**src/hw/rtl/e2cal_pkg.sv**
```systemverilog
// shared constants, types and helper functions for the epoch to calendar converter
package e2cal_pkg;

    // default width of the signed seconds count
    localparam int TIME_BITS_DEF = 40;

    // width of the shared compare-subtract unit
    localparam int SUB_W = 19;

    // result field widths
    localparam int YEAR_W = 15;
    localparam int YDAY_W = 9;
    localparam int CLK_W  = 17;
    localparam int DAY_W  = 18;
    localparam int OUT_W  = 56;

    // calendar constants
    localparam int SEC_PER_DAY   = 86400;
    localparam int DAYS_PER_CYC  = 146097;
    localparam int BASE_YEAR     = 1970;
    localparam int BASE_CYC_YEAR = 370;   // 1970 mod 400
    localparam int SEC_PER_HOUR  = 3600;
    localparam int SEC_PER_MIN   = 60;
    localparam int LAST_MONTH    = 11;

    // compare-subtract result
    typedef struct packed {
        logic             ge;
        logic [SUB_W-1:0] diff;
    } t_sub_res;

    // leap rule for a year given modulo 400
    function automatic logic leap400(input logic [8:0] c);
        logic r;
        begin
            r = (c[1:0] == 2'd0) && (c != 9'd100) && (c != 9'd200) && (c != 9'd300);
            return r;
        end
    endfunction

    // add a small step to a year counted modulo 400
    function automatic logic [8:0] cyr_add(input logic [8:0] c, input logic [6:0] d);
        logic [9:0] s;
        begin
            s = {1'b0, c} + {3'b000, d};
            if (s >= 10'd400) begin
                s = s - 10'd400;
            end
            return s[8:0];
        end
    endfunction

    // weekday plus a step below 7, modulo 7
    function automatic logic [2:0] wd_add(input logic [2:0] w, input logic [2:0] d);
        logic [3:0] s;
        begin
            s = {1'b0, w} + {1'b0, d};
            if (s >= 4'd7) begin
                s = s - 4'd7;
            end
            return s[2:0];
        end
    endfunction

    // remainder by 7 of a value below 32
    function automatic logic [2:0] mod7_5(input logic [4:0] x);
        logic [4:0] r;
        begin
            priority if (x >= 5'd28) r = x - 5'd28;
            else if (x >= 5'd21) r = x - 5'd21;
            else if (x >= 5'd14) r = x - 5'd14;
            else if (x >= 5'd7)  r = x - 5'd7;
            else                 r = x;
            return r[2:0];
        end
    endfunction

    // month lengths, month counted from 0
    function automatic logic [4:0] month_len(input logic leap, input logic [3:0] mon);
        logic [4:0] r;
        begin
            unique case (mon)
                4'd1:    r = leap ? 5'd29 : 5'd28;
                4'd3:    r = 5'd30;
                4'd5:    r = 5'd30;
                4'd8:    r = 5'd30;
                4'd10:   r = 5'd30;
                default: r = 5'd31;
            endcase
            return r;
        end
    endfunction

endpackage

```
**src/hw/rtl/epoch_seconds_to_utc_calendar.sv**
```systemverilog
// top level: unix epoch seconds to broken-down utc calendar time
// One request in, one result out. A sequencer drives a single 19-bit compare-subtract
// unit: long division of the seconds by 86400, division of the day count by the
// 400-year cycle, steps over centuries, 4-year blocks and single years, month steps,
// and steps splitting the time of day. A negative count skips all of these steps and
// gives an error status. The input is accepted only while the sequencer is idle; a
// finished result waits in the output register and the next request may be taken
// meanwhile.
module epoch_seconds_to_utc_calendar import e2cal_pkg::*; #(
    parameter int TIME_BITS = TIME_BITS_DEF,
    localparam int IN_W = ((TIME_BITS + 7) / 8) * 8
) (
    input  logic            i_clk,
    input  logic            i_rst_n,
    input  logic            i_s_axis_tvalid,
    output logic            o_s_axis_tready,
    // epoch_seconds
    input  logic [IN_W-1:0] i_s_axis_tdata,
    output logic            o_m_axis_tvalid,
    input  logic            i_m_axis_tready,
    // status, second, minute, hour, weekday, full_year, day_of_year,
    // month_number, day_of_month, zero pad
    output logic [OUT_W-1:0] o_m_axis_tdata
);

    localparam int DW    = TIME_BITS - 1;
    localparam int DB    = TIME_BITS - 17;
    localparam int SHIFT = DW - DB;
    localparam int CNT_W = $clog2(TIME_BITS);

    typedef enum logic [3:0] {
        S_IDLE, S_DAYDIV, S_CYCDIV, S_YSET, S_YR100, S_YR4, S_YR1,
        S_MON, S_TODH, S_TODM, S_DONE
    } t_state;

    t_state              r_state;
    logic [DW-1:0]       r_num;
    logic [DAY_W-1:0]    r_rem;
    logic [CLK_W-1:0]    r_clk;
    logic [CNT_W-1:0]    r_cnt;
    logic                r_err;
    logic [YEAR_W-1:0]   r_year;
    logic [8:0]          r_cyr;
    logic [2:0]          r_wd;
    logic [YDAY_W-1:0]   r_yday;
    logic                r_leap;
    logic [3:0]          r_mon;
    logic [4:0]          r_dom;
    logic [4:0]          r_hour;
    logic [5:0]          r_min;
    logic                r_ovalid;
    logic [OUT_W-1:0]    r_odata;

    logic [SUB_W-1:0]    w_a;
    logic [SUB_W-1:0]    w_b;
    t_sub_res            w_res;
    logic [DAY_W-1:0]    w_rem;
    logic [DW-1:0]       w_num;
    logic [8:0]          w_c2;
    logic                w_l2;
    logic                w_l1;
    logic                w_lc;
    logic [4:0]          w_mlen;
    logic [YEAR_W-1:0]   w_k;
    logic [YEAR_W-1:0]   w_year0;

    // leap flags for the stride steps
    assign w_c2   = cyr_add(r_cyr, 7'd2);
    assign w_l2   = leap400(w_c2);
    assign w_l1   = leap400(r_cyr);
    assign w_lc   = (r_cyr == 9'(BASE_CYC_YEAR));
    assign w_mlen = month_len(r_leap, r_mon);

    // first year of the 400-year cycle, 1970 + 400 * k kept to the field width
    assign w_k     = r_num[YEAR_W-1:0];
    assign w_year0 = YEAR_W'(BASE_YEAR) + (w_k << 8) + (w_k << 7) + (w_k << 4);

    // operand select for the shared unit
    always_comb begin
        w_a = {1'b0, r_rem};
        w_b = '0;
        unique case (r_state)
            S_DAYDIV: begin
                w_a = {1'b0, r_rem[CLK_W-1:0], r_num[DW-1]};
                w_b = SUB_W'(SEC_PER_DAY);
            end
            S_CYCDIV: begin
                w_a = {r_rem, r_num[DW-1]};
                w_b = SUB_W'(DAYS_PER_CYC);
            end
            S_YR100: w_b = SUB_W'(36524) + SUB_W'(w_lc);
            S_YR4:   w_b = SUB_W'(1460) + SUB_W'(w_l2);
            S_YR1:   w_b = SUB_W'(365) + SUB_W'(w_l1);
            S_MON:   w_b = SUB_W'(w_mlen);
            S_TODH: begin
                w_a = {2'b00, r_clk};
                w_b = SUB_W'(SEC_PER_HOUR) << r_cnt[2:0];
            end
            S_TODM: begin
                w_a = {2'b00, r_clk};
                w_b = SUB_W'(SEC_PER_MIN) << r_cnt[2:0];
            end
            default: begin
                w_a = {1'b0, r_rem};
                w_b = '0;
            end
        endcase
    end

    e2cal_sub u_sub (
        .i_a   (w_a),
        .i_b   (w_b),
        .o_res (w_res)
    );

    // division step results
    assign w_rem = w_res.ge ? w_res.diff[DAY_W-1:0] : w_a[DAY_W-1:0];
    assign w_num = {r_num[DW-2:0], w_res.ge};

    // sequencer and output register
    always_ff @(posedge i_clk) begin
        if (!i_rst_n) begin
            r_state  <= S_IDLE;
            r_ovalid <= 1'b0;
            r_cnt    <= '0;
        end else begin
            if (r_ovalid && i_m_axis_tready && (r_state != S_DONE)) begin
                r_ovalid <= 1'b0;
            end
            unique case (r_state)
                S_IDLE: begin
                    if (i_s_axis_tvalid) begin
                        r_num <= i_s_axis_tdata[DW-1:0];
                        r_err <= i_s_axis_tdata[TIME_BITS-1];
                        r_rem <= '0;
                        r_cnt <= CNT_W'(DW - 1);
                        r_state <= i_s_axis_tdata[TIME_BITS-1] ? S_DONE : S_DAYDIV;
                    end
                end
                S_DAYDIV: begin
                    if (r_cnt == '0) begin
                        r_clk   <= w_rem[CLK_W-1:0];
                        r_rem   <= '0;
                        r_num   <= w_num << SHIFT;
                        r_cnt   <= CNT_W'(DB - 1);
                        r_state <= S_CYCDIV;
                    end else begin
                        r_rem <= w_rem;
                        r_num <= w_num;
                        r_cnt <= r_cnt - CNT_W'(1);
                    end
                end
                S_CYCDIV: begin
                    r_rem <= w_rem;
                    r_num <= w_num;
                    r_cnt <= r_cnt - CNT_W'(1);
                    if (r_cnt == '0) begin
                        r_state <= S_YSET;
                    end
                end
                S_YSET: begin
                    r_year  <= w_year0;
                    r_cyr   <= 9'(BASE_CYC_YEAR);
                    r_wd    <= 3'd4;
                    r_state <= S_YR100;
                end
                // centuries starting at a year ending in 70
                S_YR100: begin
                    if (w_res.ge) begin
                        r_rem  <= w_res.diff[DAY_W-1:0];
                        r_year <= r_year + YEAR_W'(100);
                        r_cyr  <= cyr_add(r_cyr, 7'd100);
                        r_wd   <= wd_add(r_wd, w_lc ? 3'd6 : 3'd5);
                    end else begin
                        r_state <= S_YR4;
                    end
                end
                // 4-year blocks holding one multiple of four in their third year
                S_YR4: begin
                    if (w_res.ge) begin
                        r_rem  <= w_res.diff[DAY_W-1:0];
                        r_year <= r_year + YEAR_W'(4);
                        r_cyr  <= cyr_add(r_cyr, 7'd4);
                        r_wd   <= wd_add(r_wd, w_l2 ? 3'd5 : 3'd4);
                    end else begin
                        r_state <= S_YR1;
                    end
                end
                S_YR1: begin
                    if (w_res.ge) begin
                        r_rem  <= w_res.diff[DAY_W-1:0];
                        r_year <= r_year + YEAR_W'(1);
                        r_cyr  <= cyr_add(r_cyr, 7'd1);
                        r_wd   <= wd_add(r_wd, w_l1 ? 3'd2 : 3'd1);
                    end else begin
                        r_yday  <= r_rem[YDAY_W-1:0];
                        r_leap  <= w_l1;
                        r_mon   <= '0;
                        r_state <= S_MON;
                    end
                end
                S_MON: begin
                    if (w_res.ge && (r_mon != 4'(LAST_MONTH))) begin
                        r_rem <= w_res.diff[DAY_W-1:0];
                        r_mon <= r_mon + 4'd1;
                        r_wd  <= wd_add(r_wd, 3'(w_mlen - 5'd28));
                    end else begin
                        r_dom   <= r_rem[4:0] + 5'd1;
                        r_wd    <= wd_add(r_wd, mod7_5(r_rem[4:0]));
                        r_cnt   <= CNT_W'(4);
                        r_state <= S_TODH;
                    end
                end
                S_TODH: begin
                    if (w_res.ge) begin
                        r_clk <= w_res.diff[CLK_W-1:0];
                    end
                    r_hour <= {r_hour[3:0], w_res.ge};
                    if (r_cnt == '0) begin
                        r_cnt   <= CNT_W'(5);
                        r_state <= S_TODM;
                    end else begin
                        r_cnt <= r_cnt - CNT_W'(1);
                    end
                end
                S_TODM: begin
                    if (w_res.ge) begin
                        r_clk <= w_res.diff[CLK_W-1:0];
                    end
                    r_min <= {r_min[4:0], w_res.ge};
                    r_cnt <= r_cnt - CNT_W'(1);
                    if (r_cnt == '0) begin
                        r_state <= S_DONE;
                    end
                end
                S_DONE: begin
                    if (!r_ovalid || i_m_axis_tready) begin
                        r_ovalid <= 1'b1;
                        r_state  <= S_IDLE;
                        if (r_err) begin
                            r_odata <= OUT_W'(1);
                        end else begin
                            r_odata <= {2'b00, r_dom, r_mon + 4'd1, r_yday, r_year,
                                        r_wd, r_hour, r_min, r_clk[5:0], 1'b0};
                        end
                    end
                end
                default: r_state <= S_IDLE;
            endcase
        end
    end

    assign o_s_axis_tready = (r_state == S_IDLE);
    assign o_m_axis_tvalid = r_ovalid;
    assign o_m_axis_tdata  = r_odata;

endmodule

```
**src/hw/rtl/e2cal_sub.sv**
```systemverilog
// shared compare-subtract unit of the calendar sequencer
module e2cal_sub import e2cal_pkg::*; (
    input  logic [SUB_W-1:0] i_a,
    input  logic [SUB_W-1:0] i_b,
    output t_sub_res         o_res
);

    logic [SUB_W:0] w_d;

    // one wide subtract, borrow gives the compare
    assign w_d        = {1'b0, i_a} - {1'b0, i_b};
    assign o_res.ge   = ~w_d[SUB_W];
    assign o_res.diff = w_d[SUB_W-1:0];

endmodule
```
**config.mk**
```make
export PLATFORM = sky130hd
export DESIGN_NAME = epoch_seconds_to_utc_calendar
export DESIGN_NICKNAME = d
export VERILOG_FILES = /design/src/hw/rtl/e2cal_pkg.sv /design/src/hw/rtl/epoch_seconds_to_utc_calendar.sv /design/src/hw/rtl/e2cal_sub.sv
export SDC_FILE = /design/constraint.sdc
export NUM_CORES = 1
export LEC_CHECK = 0
export ABC_AREA = 1
export BUFFER_PORTS_ARGS = -buffer_cell sky130_fd_sc_hd__buf_2
export CORE_ASPECT_RATIO = 0.7
export CORE_UTILIZATION = 51
export DETAILED_ROUTE_END_ITERATION = 7
export PLACE_DENSITY = 0.72
export SYNTH_ARGS = -nofsm -noshare
export SYNTH_HDL_FRONTEND = slang
export SYNTH_SLANG_ARGS = --single-unit
export TNS_END_PERCENT = 5
```
**constraint.sdc**
```tcl
create_clock -name i_clk -period 6.74 [get_ports i_clk]
set_input_delay 1.011 -clock i_clk [delete_from_list [all_inputs] [get_ports i_clk]]
set_output_delay 1.011 -clock i_clk [all_outputs]
set_load 0.01 [all_outputs]
```
==> results of run 1 <==
sequential cells by signal (all words and copies together) (netlist names):
name,cells
r_num,39
r_err,1
r_yday,9
r_cyr,9
r_year,15
r_hour,5
r_min,6
r_clk,17
r_cnt,6
r_dom,5
r_mon,4
r_leap,1
r_wd,3
o_m_axis_tdata,54
o_m_axis_tvalid,1
r_rem,18
r_state,4
how the worst max path moves through the flow:
stage / depth (start not counted) / slack (ns) / endpoint / startpoint
floorplan: 25 / 1.74 / r_rem[0]$_DFFE_PP_ / r_cyr[2]$_DFFE_PP_
global placement: 25 / 1.59 / r_year[3]$_DFFE_PP_ / r_cyr[2]$_DFFE_PP_
detailed placement: 25 / 1.48 / r_year[3]$_DFFE_PP_ / r_cyr[2]$_DFFE_PP_
CTS: 25 / 1.45 / r_year[11]$_DFFE_PP_ / r_cyr[2]$_DFFE_PP_
global route: 25 / 0.88 / r_year[2]$_DFFE_PP_ / r_cyr[3]$_DFFE_PP_
finish: 28 / 1.41 / r_year[2]$_DFFE_PP_ / r_cyr[3]$_DFFE_PP_
through the flow:
stage / total power, mW / setup slack (ns) / utilization (%)
6_report: 8.35 / 1.41 / 58.4
3_5_place_dp: 7.19 / 1.48 / 56.0
5_1_grt: 9.11 / 0.880 / 58.4
3_3_place_gp: 7.05 / 1.59 / 56.0
4_1_cts: 8.27 / 1.45 / 58.4
2_1_floorplan: 6.06 / 1.74 / -
cell families (layout without fill, tap and decap cells):
kind of cell               Yosys count  count (layout)
AOI/OAI and AO/OA                  307             307
xor gates and xnor gates            45              45
adders and majority gates           96              96
buffers and inverters              291             384
DFF                                197             197
muxes                                8               8
other                                1               3
and+or+nand+nor                    627             627
worst reg2reg max path, delay by kind of cell (launching register included):
family	cells	cell delay (ns)
adder cells (fa/ha/maj)	3	0.78
buffers and inverters	6	0.76
flip-flops	1	0.55
AO/OA/AOI/OAI	1	0.04
AND/OR/NAND/NOR	17	2.42
XOR/XNOR	1	0.38
layout make-up:
type	count	area, sq um	area share (%)
clock buffer	17	425	2.91
clock inverter	15	186	1.27
tap	325	407	2.78
inverter	244	916	6.26
sequential	197	5810	39.7
antenna	1	2.50	0.0171
timing repair buffer	108	563	3.85
multi-input combinational	1085	6320	43.2
Yosys cell counts, drive strengths merged, types with 2 or more instances:
library cell | number | area, sq um
nor3 | 16 | 91.3
fa | 12 | 240
a31oi | 9 | 56.3
a211oi | 3 | 22.5
ha | 84 | 1050
a21oi | 83 | 415
a21boi | 2 | 15.0
o22ai | 19 | 119
a311oi | 2 | 17.5
dfxtp | 11 | 220
a21o | 3 | 22.5
nand3 | 94 | 493
mux2i | 7 | 70.1
buf | 24 | 143
nand2 | 304 | 1170
nand4 | 18 | 113
a2111oi | 2 | 17.5
nor4 | 5 | 31.3
o221ai | 13 | 114
xnor2 | 15 | 131
a22o | 2 | 17.5
or2 | 15 | 93.9
inv | 243 | 912
o21bai | 4 | 30.0
o211ai | 21 | 158
a22oi | 8 | 60.1
a221oi | 5 | 50.0
nor2 | 169 | 682
edfxtp | 186 | 5590
nand3b | 5 | 37.5
clkbuf | 23 | 86.3
xor2 | 30 | 263
o31ai | 7 | 52.6
o21ai | 119 | 599
power by group through the flow:
stage | clock (mW) | combinational, mW | sequential (mW)
3_5_place_dp | 0 | 5.02 | 2.17
5_1_grt | 1.13 | 5.80 | 2.19
4_1_cts | 1.08 | 5.05 | 2.15
2_1_floorplan | 0 | 3.96 | 2.10
6_report | 1.06 | 5.14 | 2.15
3_3_place_gp | 0 | 4.89 | 2.16
routing by layer:
metal | vias up | global-route usage, % | wire, microns
li1 | 5502 | - | -
met1 | 5135 | 38.3 | 16200
met2 | 484 | 36.8 | 13600
met3 | 43 | 5.79 | 2880
met4 | 0 | 6.79 | 503
met5 | - | 0 | 0
==> flow_metrics.tcl, run 1 <==
set metrics [dict create \
    status "finished, final reports clean" \
    ant_nets 0 \
    synthMuxAreaShare_pct 0.614 \
    relSlewSlack_pct 42.9 \
    ctsResizeCount 0 \
    crit_family "simple AND/OR/NAND/NOR gates" \
    hpwl_microns 24000 \
    fill_cells 2206 \
    cts_num_sinks 197 \
    post-route-cell-area_sq_mm 0.0146 \
    maxClockFrequency_mhz 187 \
    grt_pass1_wl_microns 52800 \
    grt_pass1_vias 9940 \
    ir_drop_mv 0.307 \
    intPower_mw 4.26 \
    grt_overflow 0 \
    cts_setup_buffers 0 \
    p_sw_mw 4.09 \
    synth-adder-area-share_pct 9.75 \
    yosysWarnings 0 \
    hp-class "flop to flop" \
    cts_buffer_depth 2 \
    cellPowerDensity_mw_per_mm2 571 \
    synthCells 1572 \
    place_congestion 0.931 \
    synth_seq_cells 197 \
    synth_compound_area_share_pct 13.7 \
    cts_tree "done" \
    row_count 48 \
    final_cell_mix "296 x nand2_1, 227 x inv_1, 186 x edfxtp_1" \
    vias 11200 \
    cp.required_ns 6.82 \
    critPathKind "flop to flop" \
    dp_cells 1959 \
    port_buffers 99 \
    critical_path_buf_inv_count 6 \
    holdPathStages 0 \
    cpMostUsedCell "nand2_1" \
    synth-simple-area-share_pct 20.5 \
    cts_buffers 17 \
    comb_power_share_pct 61.5 \
    hp-start "r_hour[3]$_DFFE_PP_" \
    dieHeight_microns 137 \
    rr_worst_depth 28 \
    wl_per_cell_microns 16.6 \
    cpPeakStageDelay_ns 0.57 \
    seq_power_share_pct 25.8 \
    leakage_nw 6.38 \
    dpl_cell_area_sq_mm 0.0140 \
    avgSynthCellArea_sq_um 8.43 \
    die_w_microns 195 \
    drive_gt1_share_pct 12.2 \
    worst_pin_slew_ns 0.855 \
    synth_seq_area_share_pct 43.8 \
    synth_edf_count 186 \
    area_delta_synth_final_pct 10.4 \
    antenna_found_initial 0 \
    cts_root_buffer "clkbuf_16" \
    r2r_setup_slack_ns 1.41 \
    first_iter_violations 1133 \
    worst_setup_path_start_kind "flop" \
    initial_core_util_pct 52.9 \
    viasPerCell 5.60 \
    synth_flop_cell "edfxtp_1" \
    die_area_sq_mm 0.0266 \
    pwr-share-clk_pct 12.7 \
    insertion_delay_ns 0.47 \
    p_sw_share_pct 49.0 \
    tns_ns 0 \
    timing.hold.ws_ns 0.456 \
    grt_usage_pct 25.5 \
    grt_max_degree 55 \
    holdPathEnd "r_hour[4]$_DFFE_PP_" \
    synthArstFlopShare_pct 0 \
    fin_nets 1793 \
    timing.final.crit_share_pct 79.1 \
    r2r_end "r_year[2]$_DFFE_PP_" \
    routed_wl_microns 33200 \
    htree_levels 4 \
    cap_violations 0 \
    crit_path_end_kind "flop" \
    rsz0062_at_grt "false" \
    fin_cells 1992 \
    pin_count 102 \
    cts_hold_buf 0 \
    dr.pass1.iters 7 \
    fp.coreArea_sq_mm 0.0250 \
    worst_path_max_delay_cell "nand3_2" \
    clk_pin_slew_worst_paths_ns 0.08 \
    finalSetupViolations 0 \
    rr_startpoint "r_cyr[3]$_DFFE_PP_" \
    final_common_cell "nand2_1" \
    finalCriticalPeriod_ns 5.33 \
    cp.arrival_ns 5.42 \
    drcViolationCount 0 \
    drv_slew 0 \
    synth_xor_area_share_pct 2.98 \
    cp_max_fo 29 \
    synth_top_family_by_area "simple AND/OR/NAND/NOR gates" \
    yosys.cell_types.count 60 \
    hold_viol_final 0 \
    syn-cell-area_sq_mm 0.0132 \
    skew_ns 0.0142 \
]
No activity file was read; power rests on OpenSTA's default activity.
==> inputs of run 2 (changes only) <==
PLACE_DENSITY = 0.69   (was 0.72)
clock period = 5 ns   (was 6.74 ns; I/O delays follow)
==> run 2 against run 1 <==
Effect of this change: register-to-register slack lost 1.0 ns; sequential share of layout area fell by 0.55 points; cell area rose by 1.4%; via count is 0.12% higher; setup slack lost 1.0 ns; flip-flop and latch count stayed put; total power rose by 38%; critical endpoint is now r_rem[16]$_DFFE_PP_; largest power group unchanged.
==> flow_metrics.tcl, run 2 (synthesized netlist as in run 1, its figures left out) <==
set metrics [dict create \
    antenna_cells 0 \
    cts_num_sinks 197 \
    fp.coreArea_sq_mm 0.0250 \
    p_sw_mw 5.55 \
    port_buffers 99 \
    worst_path_max_delay_cell "fa_1" \
    total_power_mw 11.5 \
    fin_ws_ns 0.357 \
    largest_reg_flops 54 \
    first_iter_violations 1060 \
    cellPowerDensity_mw_per_mm2 775 \
    antenna_found_initial 1 \
    vias 11200 \
    worst_pin_slew_ns 0.837 \
    finalSetupViolations 0 \
    dp_cells 1977 \
    drcViolationCount 0 \
    pwr-share-clk_pct 13.0 \
    leakage_nw 6.50 \
    clk_pin_slew_worst_paths_ns 0.07 \
    worst_setup_path_start_kind "flop" \
    ant_nets 0 \
    drive_gt1_share_pct 13.3 \
    initial_core_util_pct 52.9 \
    cts_tree "done" \
    insertion_delay_ns 0.46 \
    area_delta_synth_final_pct 12.0 \
    grt_max_degree 55 \
    critPathKind "flop to flop" \
    crit_path_end_kind "flop" \
    finalCriticalPeriod_ns 4.64 \
    dieHeight_microns 137 \
    status "finished, final reports clean" \
    cp_max_fo 8 \
    timing.hold.ws_ns 0.452 \
    hpwl_microns 24600 \
    r2r_setup_slack_ns 0.36 \
    fin_cells 2009 \
    drv_slew 0 \
    cpMostUsedCell "nand2_1" \
    place_congestion 0.924 \
    cap_violations 0 \
    timing.final.crit_share_pct 92.9 \
    die_area_sq_mm 0.0266 \
    htree_levels 4 \
    hold_viol_final 0 \
    multi_input_area_sq_mm 0.00634 \
    die_w_microns 195 \
    regArea_sq_mm 0.00581 \
    relSlewSlack_pct 42.7 \
    cp.arrival_ns 4.82 \
    pin_count 102 \
    grt_pass1_wl_microns 54200 \
    fin_nets 1811 \
    place_ws_ns 0.322 \
    maxClockFrequency_mhz 215 \
    hp-class "flop to flop" \
    intPower_mw 5.95 \
    p_sw_share_pct 48.3 \
    seq_power_share_pct 25.1 \
    row_count 48 \
    final_common_cell "nand2_1" \
    utilization_pct 59.2 \
    cts_buffer_depth 2 \
    cp.required_ns 5.17 \
    skew_ns 0.0109 \
    grt_overflow 0 \
    rsz0062_at_grt "false" \
    fill_cells 2237 \
    cts_buffers 17 \
    cpPeakStageDelay_ns 0.43 \
    ir_drop_mv 0.424 \
    grt_pass1_vias 10400 \
    final_cell_mix "296 x nand2_1, 227 x inv_1, 186 x edfxtp_1" \
    dr.pass1.iters 6 \
    viasPerCell 5.56 \
    cts_root_buffer "clkbuf_16" \
    wl_per_cell_microns 16.7 \
    routed_wl_microns 33500 \
    comb_power_share_pct 61.9 \
    grt_usage_pct 26.1 \
]
## run 2: area by class of cell
cell class              count  share of cell area, %
multi-input cells        1085                   42.8
flip-flops and latches    197                   39.1
inverters                 244                   6.17
repair buffers            126                   4.88
clock buffers              17                   2.87
well taps                 325                   2.74
clock inverters            15                   1.44
## run 2: power by group through the flow
| stage | sequential, mW | clock, mW | combinational, mW |
|---|---|---|---|
| floorplan | 2.84 | 0 | 5.33 |
| global placement | 2.90 | 0 | 6.75 |
| detailed placement | 2.92 | 0 | 6.94 |
| CTS | 2.88 | 1.52 | 6.99 |
| global route | 2.94 | 1.58 | 8.02 |
| finish | 2.89 | 1.50 | 7.12 |
## run 2: metal layers
metal	global-route usage, %	wire [microns]	up-vias
met5	0	13	-
met3	5.35	2630	36
met4	6.70	433	2
li1	-	-	5531
met1	38.3	16200	5168
met2	39.2	14200	440
## run 2: path summary, 6_finish.rpt
| kind | cells past startpoint | startpoint | to |
|---|---|---|---|
| setup / recovery | 30 | r_cyr[2]$_DFFE_PP_ | r_rem[16]$_DFFE_PP_ |
| hold / removal | 0 | r_hour[0]$_DFFE_PP_ | r_hour[1]$_DFFE_PP_ |
| setup reg to reg | 30 | r_cyr[2]$_DFFE_PP_ | r_rem[16]$_DFFE_PP_ |
| hold reg to reg | 0 | r_hour[0]$_DFFE_PP_ | r_hour[1]$_DFFE_PP_ |
## run 2: repair_timing
| item | CTS | global route |
|---|---|---|
| setup buffers | 0 | 0 |
| hold buffers | 0 | 0 |
| gates resized for setup | 0 | 5 |
| endpoints found under the setup margin | 0 | 8 |
## run 2: worst max-delay path, delay by kind of cell (launching register included)
family	cells	cell delay, ns
adder cells (fa/ha/maj)	4	1.10
AO/OA/AOI/OAI	4	0.61
multiplexers	1	0.20
AND/OR/NAND/NOR	16	1.51
buffers and inverters	4	0.36
flip-flops	1	0.39
XOR/XNOR	1	0.17
## run 2: metrics by stage
step | instance area, sq um | TNS, ns
floorplan | 13300 | -0.0800
global placement | 14200 | 0
detailed placement | 14200 | 0
CTS | 14800 | 0
global route | 14800 | 0
finish | 14800 | 0
